File: src/design/ufue_pkg.sv
// ----------------------------------------------------------------------------
// ufue_pkg
// Shared types, character constants and helpers for the UTF-16 form encoder.
// ----------------------------------------------------------------------------
`default_nettype none

package ufue_pkg;

    localparam int UnitWidth = 16;
    localparam int CharWidth = 7;
    localparam int MaxBytes  = 4;
    localparam int HalfWidth = 10;

    localparam logic [CharWidth-1:0] CharPlus    = 7'h2B;  // '+'
    localparam logic [CharWidth-1:0] CharPercent = 7'h25;  // '%'

    // How one UTF-8 byte is written out.
    typedef enum logic [1:0] {
        BYTE_PLUS,
        BYTE_PASS,
        BYTE_PCT
    } t_byte_kind;

    function automatic logic [CharWidth-1:0] hex_digit(input logic [3:0] nib);
        logic [CharWidth-1:0] ch;
        if (nib < 4'd10) begin
            ch = 7'h30 + {3'b000, nib};
        end else begin
            ch = 7'h37 + {3'b000, nib};
        end
        return ch;
    endfunction

    function automatic t_byte_kind byte_kind(input logic [7:0] b);
        t_byte_kind k;
        if (b == 8'h20) begin
            k = BYTE_PLUS;
        end else if ((b >= 8'h30 && b <= 8'h39) || (b >= 8'h41 && b <= 8'h5A)
                     || (b >= 8'h61 && b <= 8'h7A) || b == 8'h2A || b == 8'h2D
                     || b == 8'h2E || b == 8'h5F) begin
            k = BYTE_PASS;
        end else begin
            k = BYTE_PCT;
        end
        return k;
    endfunction

endpackage

`default_nettype wire

File: src/design/utf16_form_url_encoder.sv
// ----------------------------------------------------------------------------
// utf16_form_url_encoder
// UTF-16 code units in, application/x-www-form-urlencoded UTF-8 text out.
// ----------------------------------------------------------------------------
// Each accepted code unit is decoded (surrogates paired) and encoded into one
// to four UTF-8 bytes in the accept cycle; the bytes wait in a job register
// and are written out one ASCII character per cycle when the output is not
// stalled: space as '+', letters, digits and *-._ as themselves, all else as
// '%' and two upper-case hex digits. An item therefore gives 0 to 12
// characters, three per escaped byte; the single output character per cycle
// sets the rate. A new unit is taken in the cycle the previous job emits its
// final character, so units that produce one character each flow at one per
// cycle while output is not stalled. NUL or a malformed surrogate sequence
// suppresses output until the unit marked last, which clears the decoder
// state. m_axis_tlast marks the final character caused by one input unit.
`default_nettype none

module utf16_form_url_encoder (
    input  wire logic        i_clk,
    input  wire logic        i_rst_n,
    input  wire logic        s_axis_tvalid,
    output logic             s_axis_tready,
    input  wire logic [15:0] s_axis_tdata,   // [15:0] code_unit
    input  wire logic        s_axis_tlast,   // last_unit
    output logic             m_axis_tvalid,
    input  wire logic        m_axis_tready,
    output logic [7:0]       m_axis_tdata,   // [6:0] out_char, [7] zero
    output logic             m_axis_tlast    // last_char
);

    // decoder state
    logic [ufue_pkg::HalfWidth-1:0] r_high_half, n_high_half;
    logic                           r_high_pending, n_high_pending;
    logic                           r_halted, n_halted;

    // job register
    logic       r_job_valid;
    logic [7:0] r_bytes [ufue_pkg::MaxBytes];
    logic [1:0] r_last_idx;
    logic [1:0] r_byte_idx;
    logic [1:0] r_phase;

    // output register
    logic                           r_out_valid;
    logic [ufue_pkg::CharWidth-1:0] r_out_char;
    logic                           r_out_last;

    logic        in_acc;
    logic        emit;
    logic [20:0] cp;
    logic [7:0]  enc [ufue_pkg::MaxBytes];
    logic [1:0]  enc_last;
    logic        is_high, is_low;

    logic                           adv;
    logic [7:0]                     cur;
    ufue_pkg::t_byte_kind           kind;
    logic [ufue_pkg::CharWidth-1:0] ch;
    logic                           byte_done, job_done;

    assign in_acc  = s_axis_tvalid && s_axis_tready;
    assign is_high = (s_axis_tdata >= 16'hD800) && (s_axis_tdata <= 16'hDBFF);
    assign is_low  = (s_axis_tdata >= 16'hDC00) && (s_axis_tdata <= 16'hDFFF);

    // decode the unit and update the surrogate state
    always_comb begin
        n_high_half    = r_high_half;
        n_high_pending = r_high_pending;
        n_halted       = r_halted;
        emit           = 1'b0;
        cp             = {5'd0, s_axis_tdata};
        if (!r_halted) begin
            if (s_axis_tdata == 16'd0) begin
                n_halted       = 1'b1;
                n_high_pending = 1'b0;
            end else if (r_high_pending) begin
                if (is_low) begin
                    emit = 1'b1;
                    cp   = 21'h10000 + {1'b0, r_high_half, s_axis_tdata[9:0]};
                end else begin
                    n_halted = 1'b1;
                end
                n_high_pending = 1'b0;
            end else if (is_high) begin
                n_high_half    = s_axis_tdata[9:0];
                n_high_pending = 1'b1;
            end else if (is_low) begin
                n_halted = 1'b1;
            end else begin
                emit = 1'b1;
            end
        end
        if (s_axis_tlast) begin
            n_high_half    = '0;
            n_high_pending = 1'b0;
            n_halted       = 1'b0;
        end
    end

    // UTF-8 encode
    always_comb begin
        enc[0] = 8'd0;
        enc[1] = 8'd0;
        enc[2] = 8'd0;
        enc[3] = 8'd0;
        if (cp < 21'h80) begin
            enc[0]   = cp[7:0];
            enc_last = 2'd0;
        end else if (cp < 21'h800) begin
            enc[0]   = {3'b110, cp[10:6]};
            enc[1]   = {2'b10, cp[5:0]};
            enc_last = 2'd1;
        end else if (cp < 21'h10000) begin
            enc[0]   = {4'b1110, cp[15:12]};
            enc[1]   = {2'b10, cp[11:6]};
            enc[2]   = {2'b10, cp[5:0]};
            enc_last = 2'd2;
        end else begin
            enc[0]   = {5'b11110, cp[20:18]};
            enc[1]   = {2'b10, cp[17:12]};
            enc[2]   = {2'b10, cp[11:6]};
            enc[3]   = {2'b10, cp[5:0]};
            enc_last = 2'd3;
        end
    end

    // character emitter
    assign adv  = r_job_valid && (!r_out_valid || m_axis_tready);
    assign cur  = r_bytes[r_byte_idx];
    assign kind = ufue_pkg::byte_kind(cur);

    always_comb begin
        case (kind)
            ufue_pkg::BYTE_PLUS: ch = ufue_pkg::CharPlus;
            ufue_pkg::BYTE_PASS: ch = cur[6:0];
            default: begin
                if (r_phase == 2'd0) begin
                    ch = ufue_pkg::CharPercent;
                end else if (r_phase == 2'd1) begin
                    ch = ufue_pkg::hex_digit(cur[7:4]);
                end else begin
                    ch = ufue_pkg::hex_digit(cur[3:0]);
                end
            end
        endcase
    end

    assign byte_done     = (kind != ufue_pkg::BYTE_PCT) || (r_phase == 2'd2);
    assign job_done      = byte_done && (r_byte_idx == r_last_idx);
    assign s_axis_tready = !r_job_valid || (adv && job_done);

    always_ff @(posedge i_clk) begin
        if (!i_rst_n) begin
            r_high_half    <= '0;
            r_high_pending <= 1'b0;
            r_halted       <= 1'b0;
            r_job_valid    <= 1'b0;
            r_byte_idx     <= '0;
            r_phase        <= '0;
            r_out_valid    <= 1'b0;
        end else begin
            if (in_acc) begin
                r_high_half    <= n_high_half;
                r_high_pending <= n_high_pending;
                r_halted       <= n_halted;
            end

            if (in_acc && emit) begin
                r_job_valid <= 1'b1;
                r_byte_idx  <= '0;
                r_phase     <= '0;
            end else if (adv && job_done) begin
                r_job_valid <= 1'b0;
            end else if (adv) begin
                if (byte_done) begin
                    r_byte_idx <= r_byte_idx + 2'd1;
                    r_phase    <= '0;
                end else begin
                    r_phase <= r_phase + 2'd1;
                end
            end

            if (adv) begin
                r_out_valid <= 1'b1;
            end else if (m_axis_tready) begin
                r_out_valid <= 1'b0;
            end
        end
    end

    // payload registers
    always_ff @(posedge i_clk) begin
        if (in_acc && emit) begin
            r_bytes    <= enc;
            r_last_idx <= enc_last;
        end
        if (adv) begin
            r_out_char <= ch;
            r_out_last <= job_done;
        end
    end

    assign m_axis_tvalid = r_out_valid;
    assign m_axis_tdata  = {1'b0, r_out_char};
    assign m_axis_tlast  = r_out_last;

endmodule

`default_nettype wire
File: config.mk
export PLATFORM = sky130hd
export DESIGN_NAME = utf16_form_url_encoder
export DESIGN_NICKNAME = d
export VERILOG_FILES = /design/src/design/ufue_pkg.sv /design/src/design/utf16_form_url_encoder.sv
export SDC_FILE = /design/constraint.sdc
export NUM_CORES = 1
export LEC_CHECK = 0
export BUFFER_PORTS_ARGS = -buffer_cell sky130_fd_sc_hd__buf_2
export CORE_MARGIN = 1
export CORE_UTILIZATION = 50
export CTS_CLUSTER_DIAMETER = 100
export DETAILED_ROUTE_END_ITERATION = 7
export GPL_TIMING_DRIVEN = 1
export HOLD_SLACK_MARGIN = 0.05
export PLACE_DENSITY = 0.71
export SLEW_MARGIN = 0
export SYNTH_ARGS = -nofsm -noshare
export SYNTH_HDL_FRONTEND = slang
export SYNTH_SLANG_ARGS = --single-unit
File: constraint.sdc
create_clock -name i_clk -period 4 [get_ports i_clk]
set_input_delay 0.6 -clock i_clk [delete_from_list [all_inputs] [get_ports i_clk]]
set_output_delay 0.6 -clock i_clk [all_outputs]
set_load 0.05 [all_outputs]
; ---- Yosys cells after proc, flatten, opt, wreduce, memory -nomap -nowiden
; Index checks and enable logic that the tools add are counted.
[totals]
input_bits = 21
reg_bits = 60
out_inout_bits = 11
elab_cells = 136
[op_classes]
addsub = 7
bitwise_logic = 3
n_lt_le_gt_ge = 16
n_reduce_logical = 34
eq_ne = 13
mux = 46
[ops]
columns = cell, n
row1 = $mux W21, 5
row2 = $mux W10, 5
row3 = $eq A8 B6 Y1 const B, 4
row4 = $ge A16 B16 Y1 const B, 2
row5 = $le A16 B16 Y1 const B, 2
row6 = $mux W8, 4
row7 = $add A6 B4 Y7 const A, 4
row8 = $mux W7, 4
row9 = $mux W1, 22
row10 = $add A17 B20 Y21 const A, 1
row11 = $lt A21 B12 Y1 const B, 1
row12 = $lt A21 B17 Y1 const B, 1
row13 = $lt A21 B8 Y1 const B, 1
row14 = $bmux W8 S2, 1
row15 = $ge A8 B7 Y1 const B, 2
row16 = $le A8 B7 Y1 const B, 2
row17 = $logic_not A16 Y1, 1
row18 = $mux W14, 1
row19 = $pmux W7 S2, 1
row20 = $logic_and A1 B1 Y1, 10
row21 = $logic_or A1 B1 Y1, 9
row22 = $eq A8 B7 Y1 const B, 1
row23 = $ge A8 B6 Y1 const B, 1
row24 = $le A8 B6 Y1 const B, 1
row25 = 18 further kinds, 33

; ---- Depth between registers and ports, before layout
[depth]
word_depth = 22
depth_mapped = 12
mapped_depth_nobuf = 10

; ---- Worst setup path after synthesis
; OpenSTA, ideal clock, no wires.
[synth_timing]
path_type = reg2reg
start = register r_byte_idx[0]
end = register r_bytes[0] (netlist bit) (enable)
path_slack_ns = -0.904
stages_incl_launch_ff = 11
t_arrival_ns = 4.484
t_required_ns = 3.580
path_buffers = 1
period_less_slack_ns = 4.904
setup_time_ns = 0.420
path_cell_list = dfxtp_1 -> buf_6 -> mux4_2 -> inv_1 -> ha_1 -> nand2b_1 -> nor3_1 -> or4b_1 -> a41o_2 -> a41oi_2 -> nor2b_1
[synth_between]
elab_chain_cells = 21
word_cells_on_any_way = 34
classes_between = 6 x order compare / 7 x eq/ne / 5 x mux / 1 x bitwise / 15 x reduce/logical
[synth_lines]
columns = item, line
row1 = from (decl), utf16_form_url_encoder.sv:40  ; logic [1:0] r_byte_idx;
row2 = from (signal assigned), utf16_form_url_encoder.sv:176  ; r_byte_idx <= r_byte_idx + 2'd1;
row3 = $not A2 Y3 (not written as such), utf16_form_url_encoder.sv:129  ; assign cur = r_bytes[r_byte_idx];
row4 = $bmux W8 S2, utf16_form_url_encoder.sv:129
row5 = $mux W8 (not written as such) (2 in a row), utf16_form_url_encoder.sv:129
row6 = "$ge A8 B6 Y1, or another cell as far along", ufue_pkg.sv:38  ; end else if ((b >= 8'h30 && b <= 8'h39) || (b >= 8'h41 && b <= 8'h5A)
row7 = $logic_and A1 B1 Y1, ufue_pkg.sv:38
row8 = $logic_or A1 B1 Y1, ufue_pkg.sv:38
row9 = $logic_or A1 B1 Y1 (3 in a row), ufue_pkg.sv:39  ; || (b >= 8'h61 && b <= 8'h7A) || b == 8'h2A || b == 8'h2D
row10 = $logic_or A1 B1 Y1 (2 in a row), ufue_pkg.sv:40  ; || b == 8'h2E || b == 8'h5F) begin
row11 = [2 not listed], -
row12 = $ne A2 B2 Y1, utf16_form_url_encoder.sv:148  ; assign byte_done = (kind != ufue_pkg::BYTE_PCT) || (r_phase == 2'd2);
row13 = $logic_or A1 B1 Y1, utf16_form_url_encoder.sv:148
row14 = $logic_and A1 B1 Y1 *, utf16_form_url_encoder.sv:149  ; assign job_done = byte_done && (r_byte_idx == r_last_idx);
row15 = $logic_and A1 B1 Y1 *, utf16_form_url_encoder.sv:150  ; assign s_axis_tready = !r_job_valid || (adv && job_done);
row16 = $logic_or A1 B1 Y1 *, utf16_form_url_encoder.sv:150
row17 = net s_axis_tready, utf16_form_url_encoder.sv:22  ; output logic s_axis_tready,
row18 = $logic_and A1 B1 Y1 *, utf16_form_url_encoder.sv:61  ; assign in_acc = s_axis_tvalid && s_axis_tready;
row19 = $logic_and A1 B1 Y1 *, utf16_form_url_encoder.sv:193  ; if (in_acc && emit) begin
row20 = to (signal assigned), utf16_form_url_encoder.sv:194  ; r_bytes <= enc;
row21 = to (decl), utf16_form_url_encoder.sv:38  ; logic [7:0] r_bytes [ufue_pkg::MaxBytes];
; Mark *: on every way through the listed nets, which the timed path passes. The rest lies on a longest branch. The select of a mux whose other input is x is not followed.
; A chain may end at the register's enable or synchronous reset.

; ---- Final worst setup path
[layout_timing]
start = register r_byte_idx[0]
end = output s_axis_tready
[layout_between]
elab_chain_cells = 19
word_cells_on_any_way = 32
classes_between = 6 x order compare / 7 x eq/ne / 5 x mux / 1 x bitwise / 13 x reduce/logical
[layout_lines]
columns = item, line
row1 = $not A2 Y3 (not written as such), utf16_form_url_encoder.sv:129
row2 = $bmux W8 S2, utf16_form_url_encoder.sv:129
row3 = $mux W8 (not written as such) (2 in a row), utf16_form_url_encoder.sv:129
row4 = "$ge A8 B6 Y1, or another cell as far along", ufue_pkg.sv:38
row5 = $logic_and A1 B1 Y1, ufue_pkg.sv:38
row6 = $logic_or A1 B1 Y1, ufue_pkg.sv:38
row7 = $logic_or A1 B1 Y1 (3 in a row), ufue_pkg.sv:39
row8 = $logic_or A1 B1 Y1 (2 in a row), ufue_pkg.sv:40
row9 = $mux W2, ufue_pkg.sv:38
row10 = $mux W2, ufue_pkg.sv:36  ; if (b == 8'h20) begin
row11 = $ne A2 B2 Y1, utf16_form_url_encoder.sv:148
row12 = $logic_or A1 B1 Y1, utf16_form_url_encoder.sv:148
row13 = $logic_and A1 B1 Y1 *, utf16_form_url_encoder.sv:149
row14 = $logic_and A1 B1 Y1 *, utf16_form_url_encoder.sv:150
row15 = $logic_or A1 B1 Y1 *, utf16_form_url_encoder.sv:150
row16 = to (decl), utf16_form_url_encoder.sv:22
; Every way passes the cells marked *; elsewhere a longest branch is shown, timed or not. The select of a mux whose other input is x is not followed.

==> impl_metrics.csv <==
group,metric,value,unit
synth,synth_edf_count,38,
finish,fin_nets,432,
floorplan,die_w,87.0,um
pwr,power.leakage,1.50,nW
global_route,use_met2,0.405,
global_route,grt_first_pass_wirelength,13.6,mm
sta,relSlewSlack,0.454,
clock_tree,cts_buffers,5,
clock_tree,clk_pin_slew,0.10,ns
global_route,gr-usage-all-layers,0.235,
finish,multi_input_area,1960,sq um
critical_path,crit_required,3.40,ns
global_route,use_met1,0.280,
route,antenna_left,0,
finish,diodes,0,
global_route,antenna_found_initial,0,
sta,finalSetupViolations,0,
floorplan,io_pins,32,
placement,gp_congestion,0.929,
route,viasPerCell,5.96,
synth,synth_area_per_cell,9.71,sq um
synth,synth-main-ff-cell,"edfxtp_1",
route,drc,0,
clock_tree,clock_path_buffers,2,
critical_path,endpoint_kind,"primary output",
finish,syn_to_final_growth,9.08,%
sta,tns,0,ns
sta,hold_viol,0,
clock_tree,clockRootBuffer,"clkbuf_8",
synth,async_reset_ff_frac,0,
critical_path,timing.rr.start,"r_byte_idx[0]",
sta,fin_worst_skew,0.00857,ns
route,first_pass_iters,5,
finish,fillers,609,
synth,netlist_area,3610,sq um
route,drtIter0Drc,185,
synth,yosysUniqueCellTypes,70,
global_route,top_usage_layer,"met2",
critical_path,startpoint,"r_byte_idx[0]",
clock_tree,cts-htree-levels,2,
clock_tree,insertion_delay,0.32,ns
finish,seq_area,1500,sq um
global_route,grt-ovfl-total,0,
route,drt-wirelength-per-cell,16.9,um
clock_tree,clock_sinks,56,
critical_path,ff2ff_setup_slack,0.50,ns
floorplan,std_cell_rows,30,
synth,syn_inst,372,
sta,rsz0062_at_grt,"false",
global_route,met3_usage,0.0370,
critical_path,cp-start-kind,"register",
critical_path,r2r_end,"r_bytes[4]",
clock_tree,cts_hold_buf,0,
finish,design_area,3940,sq um
sta,drv_slew,0,
global_route,grt_pass1_vias,2901,
global_route,grt_max_degree,31,
sta,worst_pin_slew,0.817,ns
pwr,max-vdd-ir-drop,0.000157,V
placement,io_buffers,30,
floorplan,core,6870,sq um
synth,yosys_warnings,0,
floorplan,dieArea,7570,sq um
critical_path,crit_type,"reg2out",
worst_hold_path,hold_class,"reg2reg",
route,num_vias,2943,
sta,final.period_utilization,0.953,
outcome,status,"completed",
placement,placed_area,3850,sq um
critical_path,crit_end,"s_axis_tready",
route,wirelength,8.37,mm
placement,dp_hpwl,6.31,mm
synth,ys_ff_latch,56,
pwr,powerDensity,298,nW/um^2
finish,drive_gt1_frac,0.166,
sta,period_needed,3.81,ns
critical_path,cp_max_fo,11,
clock_tree,cts-resized-gates,0,
sta,clock.fmax,262,MHz
synth,syn_nets,407,
synth,seq_area_frac_synth,0.416,
floorplan,start_util,0.526,
critical_path,worstPathArrival,3.21,ns
critical_path,r2r_cells,10,
floorplan,dieHeight,87.0,um
clock_tree,tritoncts,"built",
clock_tree,postCtsSetupBuffers,0,
job,drv_cap,0,
[through the flow]
step                       util  worst slack (ns)  total power (W)  hold slack [ns]  std cells
final                     0.573             0.187          0.00117            0.475        494
after CTS                 0.573             0.112          0.00118            0.481        494
after global placement    0.561             0.544         0.000870            0.459        486
after detailed placement  0.561             0.463         0.000874            0.466        486
after floorplan               -             0.140         0.000815            0.438        372
after global routing      0.573           0.00507          0.00122            0.503        494
[layer usage]
layer,vias to the layer above,share of wire
met5,-,0
met4,0,0.033
met3,27,0.038
met2,97,0.51
met1,1383,0.42
li1,1436,-
[sequential cells by signal, indices dropped and copies added, names as in the netlist]
signal	cells
r_job_valid	1
r_out_char	7
m_axis_tlast	1
r_last_idx	1
r_phase	2
r_byte_idx	2
m_axis_tvalid	1
r_high_pending	1
r_bytes	29
r_halted	1
r_high_half	10
[how the worst min path moves through the flow]
stage                               from             end  depth (start not counted)
after floorplan           r_high_half[0]  r_high_half[0]                          2
after global placement    r_high_half[0]  r_high_half[0]                          2
after detailed placement  r_high_half[0]  r_high_half[0]                          2
after CTS                 r_high_half[0]  r_high_half[0]                          2
after global routing      r_high_half[0]  r_high_half[0]                          2
final                     r_high_half[0]  r_high_half[0]                          2
[cells in the mapped netlist, drive strengths merged, types with 2 or more instances]
library cell	number	share of area
mux2	5	0.016
nor2b	6	0.010
and3	8	0.014
nand2	53	0.056
o31ai	4	0.0097
nor4	6	0.010
inv	16	0.017
xnor2	7	0.017
mux4	7	0.045
or4	2	0.0042
nand4	3	0.0052
nor3	7	0.0097
ha	14	0.049
or3	5	0.0087
xor2	2	0.0049
nand3b	10	0.021
nor2	19	0.020
o22a	2	0.0073
nand2b	4	0.0069
and2	3	0.0052
buf	12	0.022
a211oi	6	0.012
a41o	2	0.0059
o22ai	4	0.0087
o21ai	19	0.026
mux2i	12	0.033
o311ai	3	0.0073
a21oi	23	0.032
nand3	15	0.021
edfxtp	38	0.32
clkbuf	8	0.0083
dfxtp	18	0.10
a31oi	4	0.011
[power by group]
part	switching [W]	internal, W	total (W)
Sequential	0.0000124	0.000648	0.000660
Clock	0.000186	0.000123	0.000309
Combinational	0.000133	0.0000705	0.000203
Total	0.000331	0.000841	0.00117
[area by class of cell]
type | count | share of cell area
Timing Repair Buffer | 38 | 0.0540
Multi-Input combinational cell | 280 | 0.497
Clock inverter | 2 | 0.00318
Tap cell | 96 | 0.0305
Sequential cell | 56 | 0.381
Inverter | 16 | 0.0152
Clock buffer | 6 | 0.0184
[cells by family after synthesis]
group | count (synthesis) | share of synthesized area
AO/OA/AOI/OAI | 84 | 0.164
flip-flops | 56 | 0.416
buffers and inverters | 36 | 0.0468
XOR/XNOR | 9 | 0.0218
adder cells (fa/ha/maj) | 14 | 0.0485
AND/OR/NAND/NOR | 148 | 0.209
multiplexers | 24 | 0.0936
other | 1 | 0.00104
[critical path, stage by stage (launching register included)]
cell	delay, ns
dfxtp_1	0.37
buf_4	0.23
mux4_2	0.63
inv_1	0.17
ha_1	0.17
o31ai_1	0.07
a2111o_1	0.43
o22a_4	0.30
a41oi_4	0.28
buf_4	0.25
[cell usage in the layout, fill, tap and decap left out, drive strengths merged, types with 3 or more instances in the layout]
| cell | instances |
|---|---|
| a21oi | 23 |
| clkbuf | 6 |
| a211oi | 6 |
| and2 | 3 |
| mux4 | 7 |
| nor4 | 6 |
| xnor2 | 7 |
| nand3b | 10 |
| inv | 16 |
| a31oi | 4 |
| ha | 14 |
| or3 | 5 |
| o21ai | 19 |
| o31ai | 4 |
| nor2 | 19 |
| buf | 38 |
| o311ai | 3 |
| o22ai | 4 |
| nor3 | 7 |
| nand2b | 4 |
| nand4 | 3 |
| mux2 | 5 |
| nor2b | 6 |
| dfxtp | 18 |
| edfxtp | 38 |
| and3 | 8 |
| nand2 | 53 |
| mux2i | 12 |
| nand3 | 15 |
No activity file was read; power rests on OpenSTA's default activity.
